File: src/sv/pdcc_div.sv
module pdcc_div #(
   parameter int DEN_W  = 32,
   parameter int Q_W    = 15,
   parameter int SIDE_W = 1
) (
   input  logic                    clock,
   input  logic                    reset,
   input  logic                    in_valid,
   input  logic [DEN_W+Q_W-1:0]    in_num,
   input  logic [DEN_W-1:0]        in_den,
   input  logic [SIDE_W-1:0]       in_side,
   output logic                    out_valid,
   output logic [Q_W-1:0]          out_quot,
   output logic [SIDE_W-1:0]       out_side
);

   localparam int RW = DEN_W + Q_W;

   logic [RW-1:0]     rem_ff   [Q_W];
   logic [DEN_W-1:0]  den_ff   [Q_W];
   logic [Q_W-1:0]    quot_ff  [Q_W];
   logic [SIDE_W-1:0] side_ff  [Q_W];
   logic              valid_ff [Q_W];

   // Restoring division, one quotient bit per stage, most significant first.
   // The numerator is below den * 2^Q_W wherever the quotient is used.
   for (genvar k = 0; k < Q_W; k++) begin : g_step
      logic [RW-1:0]     rem_prev;
      logic [DEN_W-1:0]  den_prev;
      logic [Q_W-1:0]    quot_prev;
      logic [SIDE_W-1:0] side_prev;
      logic              valid_prev;
      logic [RW-1:0]     shifted;
      logic [RW-1:0]     rem_in;
      logic [Q_W-1:0]    quot_in;

      if (k == 0) begin : g_first
         assign rem_prev   = in_num;
         assign den_prev   = in_den;
         assign quot_prev  = '0;
         assign side_prev  = in_side;
         assign valid_prev = in_valid;
      end else begin : g_next
         assign rem_prev   = rem_ff[k-1];
         assign den_prev   = den_ff[k-1];
         assign quot_prev  = quot_ff[k-1];
         assign side_prev  = side_ff[k-1];
         assign valid_prev = valid_ff[k-1];
      end

      assign shifted = {{Q_W{1'b0}}, den_prev} << (Q_W - 1 - k);

      always_comb begin
         if (rem_prev >= shifted) begin
            rem_in  = rem_prev - shifted;
            quot_in = quot_prev | ({{(Q_W-1){1'b0}}, 1'b1} << (Q_W - 1 - k));
         end else begin
            rem_in  = rem_prev;
            quot_in = quot_prev;
         end
      end

      always_ff @(posedge clock) begin
         if (reset) begin
            valid_ff[k] <= 1'b0;
         end else begin
            valid_ff[k] <= valid_prev;
         end
         rem_ff[k]  <= rem_in;
         den_ff[k]  <= den_prev;
         quot_ff[k] <= quot_in;
         side_ff[k] <= side_prev;
      end
   end

   assign out_valid = valid_ff[Q_W-1];
   assign out_quot  = quot_ff[Q_W-1];
   assign out_side  = side_ff[Q_W-1];

endmodule

File: config.mk
export PLATFORM = sky130hd
export DESIGN_NAME = pdcc_div
export DESIGN_NICKNAME = d
export VERILOG_FILES = /design/src/sv/pdcc_div.sv
export SDC_FILE = /design/constraint.sdc
export NUM_CORES = 2
export LEC_CHECK = 0
export CORE_MARGIN = 2
export CORE_UTILIZATION = 40
export CTS_CLUSTER_SIZE = 28
export DETAILED_ROUTE_END_ITERATION = 16
export DONT_BUFFER_PORTS = 1
export HOLD_SLACK_MARGIN = 0.06
export PLACE_DENSITY = 0.6
export SYNTH_ARGS = -nofsm -noshare
export SYNTH_HDL_FRONTEND = slang
export SYNTH_SLANG_ARGS = --single-unit
File: constraint.sdc
create_clock -name clock -period 8.4 [get_ports clock]
set_clock_uncertainty 0.2 [all_clocks]
set_input_delay 0.84 -clock clock [delete_from_list [all_inputs] [get_ports clock]]
set_output_delay 0.84 -clock clock [all_outputs]
set_load 0.01 [all_outputs]
[Yosys cells after proc, flatten, opt, wreduce, memory -nomap -nowiden]
Memory sizes are Yosys's and may differ from the RTL's.
Cells that the tools add are included.
Word-level totals
  register bits after elaboration: 0
  RAM bits: 1440
  input port bits: 83
  output and inout bits: 17
  word-level logic and storage cells: 98
  memories: 5
Operators by class
  $add $sub $neg: 15
  $lt $le $gt $ge: 15
  muxes and demuxes: 48
  bitwise operators: 15
Memories
  rem_ff: words 15, width 47, rd ports 14, clocked after memory_dff 0, wr ports 15, line 19  | logic [RW-1:0] rem_ff [Q_W];
  den_ff: words 15, width 32, rd ports 14, clocked after memory_dff 0, wr ports 15, line 20  | logic [DEN_W-1:0] den_ff [Q_W];
  quot_ff: words 15, width 15, rd ports 15, clocked after memory_dff 0, wr ports 15, line 21  | logic [Q_W-1:0] quot_ff [Q_W];
  side_ff: words 15, width 1, rd ports 15, clocked after memory_dff 0, wr ports 15, line 22  | logic [SIDE_W-1:0] side_ff [Q_W];
  valid_ff: words 15, width 1, rd ports 15, clocked after memory_dff 0, wr ports 15, line 23  | logic valid_ff [Q_W];
Operators by type and width (number)
  2-to-1 mux 47 bit: 15
  >= comparator 47 x 32 -> 1 bit: 1
  >= comparator 47 x 33 -> 1 bit: 1
  >= comparator 47 x 34 -> 1 bit: 1
  >= comparator 47 x 35 -> 1 bit: 1
  >= comparator 47 x 36 -> 1 bit: 1
  >= comparator 47 x 37 -> 1 bit: 1
  >= comparator 47 x 38 -> 1 bit: 1
  >= comparator 47 x 39 -> 1 bit: 1
  >= comparator 47 x 40 -> 1 bit: 1
  >= comparator 47 x 41 -> 1 bit: 1
  >= comparator 47 x 42 -> 1 bit: 1
  >= comparator 47 x 43 -> 1 bit: 1
  >= comparator 47 x 44 -> 1 bit: 1
  >= comparator 47 x 45 -> 1 bit: 1
  >= comparator 47 x 46 -> 1 bit: 1
  subtractor 47 x 32 -> 47 bit: 1
  subtractor 47 x 33 -> 47 bit: 1
  subtractor 47 x 34 -> 47 bit: 1
  subtractor 47 x 35 -> 47 bit: 1
  subtractor 47 x 36 -> 47 bit: 1
  subtractor 47 x 37 -> 47 bit: 1
  subtractor 47 x 38 -> 47 bit: 1
  subtractor 47 x 39 -> 47 bit: 1
  other kinds (23): 55

[Longest topological paths before layout]
  depth after elaboration: 3
  gate-level depth with buffers: 15
  mapped depth without buffers: 14

[Worst setup path before layout]
No wires, ideal clock.
  kind: input port to flip-flop
  from: in in_den[1]
  to: mem rem_ff[0][40] (netlist name)
  library setup time: 0.121 ns
  data arrival time: 3.298 ns
  required time: 8.079 ns
  path slack: 4.781 ns
  stages: 12
  buffers on the path: 1
  path through: inv_1 > ha_1 > nor2b_1 > o211ai_1 > a21boi_0 > or3_1 > and3_1 > nor4_1 > nor2_1 > a21oi_4 > buf_2 > mux2_2
RTL lines
  start, declared: line 10  | input logic [DEN_W-1:0] in_den,
  end, declared: line 19

==> qor.yml <==
drt_iter0_drc: 2246
dominantRegCellSynth: "dfxtp_1"
drv.max_cap_violation_count: 0
num_vias: 46499
netlist-cell-type-count: 103
drt-wirelength-per-cell_microns: 17.5
postCtsHoldBufs: 82
period_share_pct: 54.1
timing.setup.critical_path_class: "reg -> reg"
synthesis.area_per_instance_sq_um: 8.94
worst_reg2reg_setup_slack_ps: 3850
layout-drive-gt1-share_pct: 6.83
place_hpwl_microns: 124000
max_freq_ghz: 0.220
ir_worst_vdd_mv: 0.219
dieHeight_microns: 392
critical_path.reg2reg.startpoint: "rem_ff[0][105]"
synthToLayoutAreaGrowth_pct: 12.4
timing.critical_path.slowest_stage_cell: "a2111oi_1"
cp_max_fo: 59
design.final.nets: 7364
final.fill_count: 14491
edff_count_synth: 0
cp_data_required_time_ps: 8850
final_period_minus_worst_setup_slack_ps: 4550
cp_cell_sequence: "inv_1, ha_1, inv_1, fa_1, a211o_1, a2111oi_1, nor4_1, o2111a_1, nor4b_1, a31o_2, buf_4, nor3_1, nor4b_2, xor2_1"
track_usage_pct: 20.2
report.final.setup_viol: 0
setup.worst_path.end_class: "flop"
grt_pass1_wl_microns: 247000
cp_data_arrival_time_ps: 5000
die_width_microns: 392
r2r_cells: 14
initial_core_util_pct: 40.3
share_of_flip_flops_with_an_asynchronous_set_or_reset_after_synthesis_pct: 0
synthCells: 6746
post-cts-setup-buffers: 0
number_of_search_and_repair_iterations_in_the_first_detailed_routing_pass: 5
worst-slew-pin-transition_ps: 1210
cp_launch_point: "rem_ff[0][105]"
h_tree_depth_reported_by_cts: 4
final.setup.tns_ps: 0
io_pins: 100
placeableCoreArea_sq_um: 150000
std_cell_rows: 142
vias_in_the_first_global_route: 47867
worst_path_largest_cell_delay_ps: 850
wirelength_microns: 156000
worst_setup_path_start_kind: "flop"
leakage_nw: 30.2
synth_nets: 7323
drt.antenna.violating_nets: 0
multi_input_area_sq_um: 32000
maximum_number_of_pins_on_one_net_before_global_route_repair: 73
layout.area.seq_sq_um: 25100
antenna_cells_inserted: 0
gpl_congestion: 0.904
finalHoldViolations: 0
tritoncts_clock_tree: "done"
antenna_found_initial: 0
rr_endpoint: "rem_ff[0][187]"
clock_tree.buffer_depth: 3
vias_per_cell: 5.21
tritoncts.num_buffers: 145
maxSlewHeadroom_pct: 18.1
synth_area_sq_um: 60300
cts-root-buf: "clkbuf_16"
total_power_mw: 27.8
io_buffers: 0
synth_warnings: 0
synth.yosys.seq_area_share_pct: 41.7
postSynthRegisterBits: 1256
critPathCapture: "rem_ff[0][187]"
clock-sinks: 1256
clock_pin_slew_worst_setup_and_hold_paths_ps: 60
worstSkewPairLatency_ps: 780
gr-total-overflow: 0
post_cts_resize_count: 0
setup_repair_after_global_routing_missed_its_margin: "no"
die_area_sq_um: 154000
cpMostUsedCell: "inv_1"
drt_drc_violations_left: 0
cellPowerDensity_nw_per_um2: 411
slew_viol_final: 0
timing.hold.worst.class: "reg -> reg"
status: "finished clean"
## state kept, by name, indices dropped and copies added (netlist names)
signal and cells:
quot_ff 120, valid_ff 15, den_ff 448, rem_ff 658, side_ff 15
## worst max-delay path: cells and delay by family, from the launching register on
family / cells / cell delay (ps)
fa+ha+maj: 2 / 580
xor+xnor: 1 / 140
buf+inv: 3 / 590
simple gates: 4 / 910
flops: 1 / 300
compound gates: 4 / 1670
## worst min-delay path by stage
stage | from | endpoint | slack, ps | cells past startpoint
floorplan | quot_ff[0][85] | quot_ff[0][100] | 110 | 0
global placement | side_ff[0][2] | side_ff[0][3] | 110 | 0
detailed placement | quot_ff[1][8] | quot_ff[1][23] | 110 | 0
CTS | side_ff[0][5] | side_ff[0][6] | 120 | 0
global route | quot_ff[0][57] | quot_ff[0][72] | 130 | 0
finish | side_ff[0][5] | side_ff[0][6] | 120 | 0
## report_power, final
group | total (mW) | internal [mW] | leakage, nW | switching [mW]
Clock | 6.21 | 3.66 | 2.36 | 2.55
Combinational | 12.9 | 5.51 | 17.2 | 7.35
Sequential | 8.78 | 7.71 | 10.6 | 1.07
Total | 27.8 | 16.9 | 30.2 | 11.0
## cells by family after synthesis
family                     synth area share (%)
xor gates and xnor gates                   7.00
adders and majority gates                  10.4
buffers and inverters                      5.41
AOI/OAI and AO/OA                          18.8
and+or+nand+nor                            14.4
muxes                                      2.34
DFF                                        41.7
## metal layers
layer | up-vias | track usage (%) | wire length (microns)
met4 | 0 | 15.7 | 13000
met3 | 498 | 2.98 | 5360
met1 | 21264 | 19.9 | 59200
met2 | 1082 | 37.6 | 78800
met5 | - | 0 | 0
li1 | 23655 | - | -
## synth_stat cells, types with 12 or more instances
cell type / count / area (sq um)
a221oi_1: 15 / 131
clkbuf_1: 136 / 510
a21boi_0: 21 / 158
fa_1: 14 / 280
a21o_1: 230 / 1730
ha_1: 480 / 6010
nor2b_1: 71 / 444
a31o_2: 14 / 123
dfxtp_1: 1256 / 25100
nand4_1: 111 / 694
and3_1: 60 / 375
nor2_1: 479 / 1800
and2_1: 25 / 156
nand3_1: 118 / 591
or2_2: 30 / 188
o31ai_1: 43 / 323
o2111ai_1: 13 / 114
xor2_1: 209 / 1830
nand2b_1: 75 / 469
nor4_1: 67 / 419
nand3b_1: 16 / 120
a21oi_1: 648 / 3240
a211oi_1: 39 / 293
nor3_1: 118 / 591
o21a_1: 69 / 518
xnor2_1: 273 / 2390
or4_1: 21 / 158
o31a_1: 20 / 175
inv_1: 621 / 2330
mux2_2: 118 / 1330
a31oi_1: 63 / 394
nor4b_1: 16 / 140
o21ai_0: 374 / 1870
nand2_1: 432 / 1620
buf_2: 59 / 295
or3_1: 36 / 225
a41oi_1: 12 / 105
o211ai_1: 43 / 323
nor3b_1: 13 / 97.6
a211o_1: 13 / 114
o21bai_1: 63 / 473
and4_1: 14 / 123
## final cells by class
class / count / share of cell area [%]
Timing Repair Buffer: 106 / 1.48
Clock buffer: 205 / 6.17
Clock inverter: 56 / 0.891
Tap cell: 2016 / 3.72
Inverter: 623 / 3.45
Multi-Input combinational cell: 4655 / 47.2
Sequential cell: 1256 / 37.1
## cell usage in the layout (no fill, tap or decap), drive strengths merged, types with 17 or more instances in the layout
cell type       n
o21bai         63
nand3b         17
or2            32
nor3          118
o31a           21
buf            24
and2           27
o21ai         383
ha            480
clkinv         33
nor4           69
o21a           69
a21o          230
nand2         432
xor2          209
o211ai         43
nand4         112
or4            24
a21oi         650
xnor2         273
nand3         118
or3            39
inv           634
nor2          480
nor4b          19
clkbuf        205
nor2b          72
and3           60
a211oi         41
a21boi         21
o31ai          45
dfxtp        1256
dlygate4sd3    82
nand2b         75
a31oi          63
mux2          118
## stage by stage
stage	setup slack, ps	hold WS, ps	instance area, sq um	utilization (%)	instances
2_1_floorplan	4780	110	60300	-	6746
3_3_place_gp	4020	110	62200	41.5	8574
3_5_place_dp	3960	112	62200	41.5	8574
4_1_cts	3930	117	67800	45.3	8917
5_1_grt	3650	127	67800	45.3	8917
6_report	3850	119	67800	45.3	8917
Power figures use the tool's default switching activity.
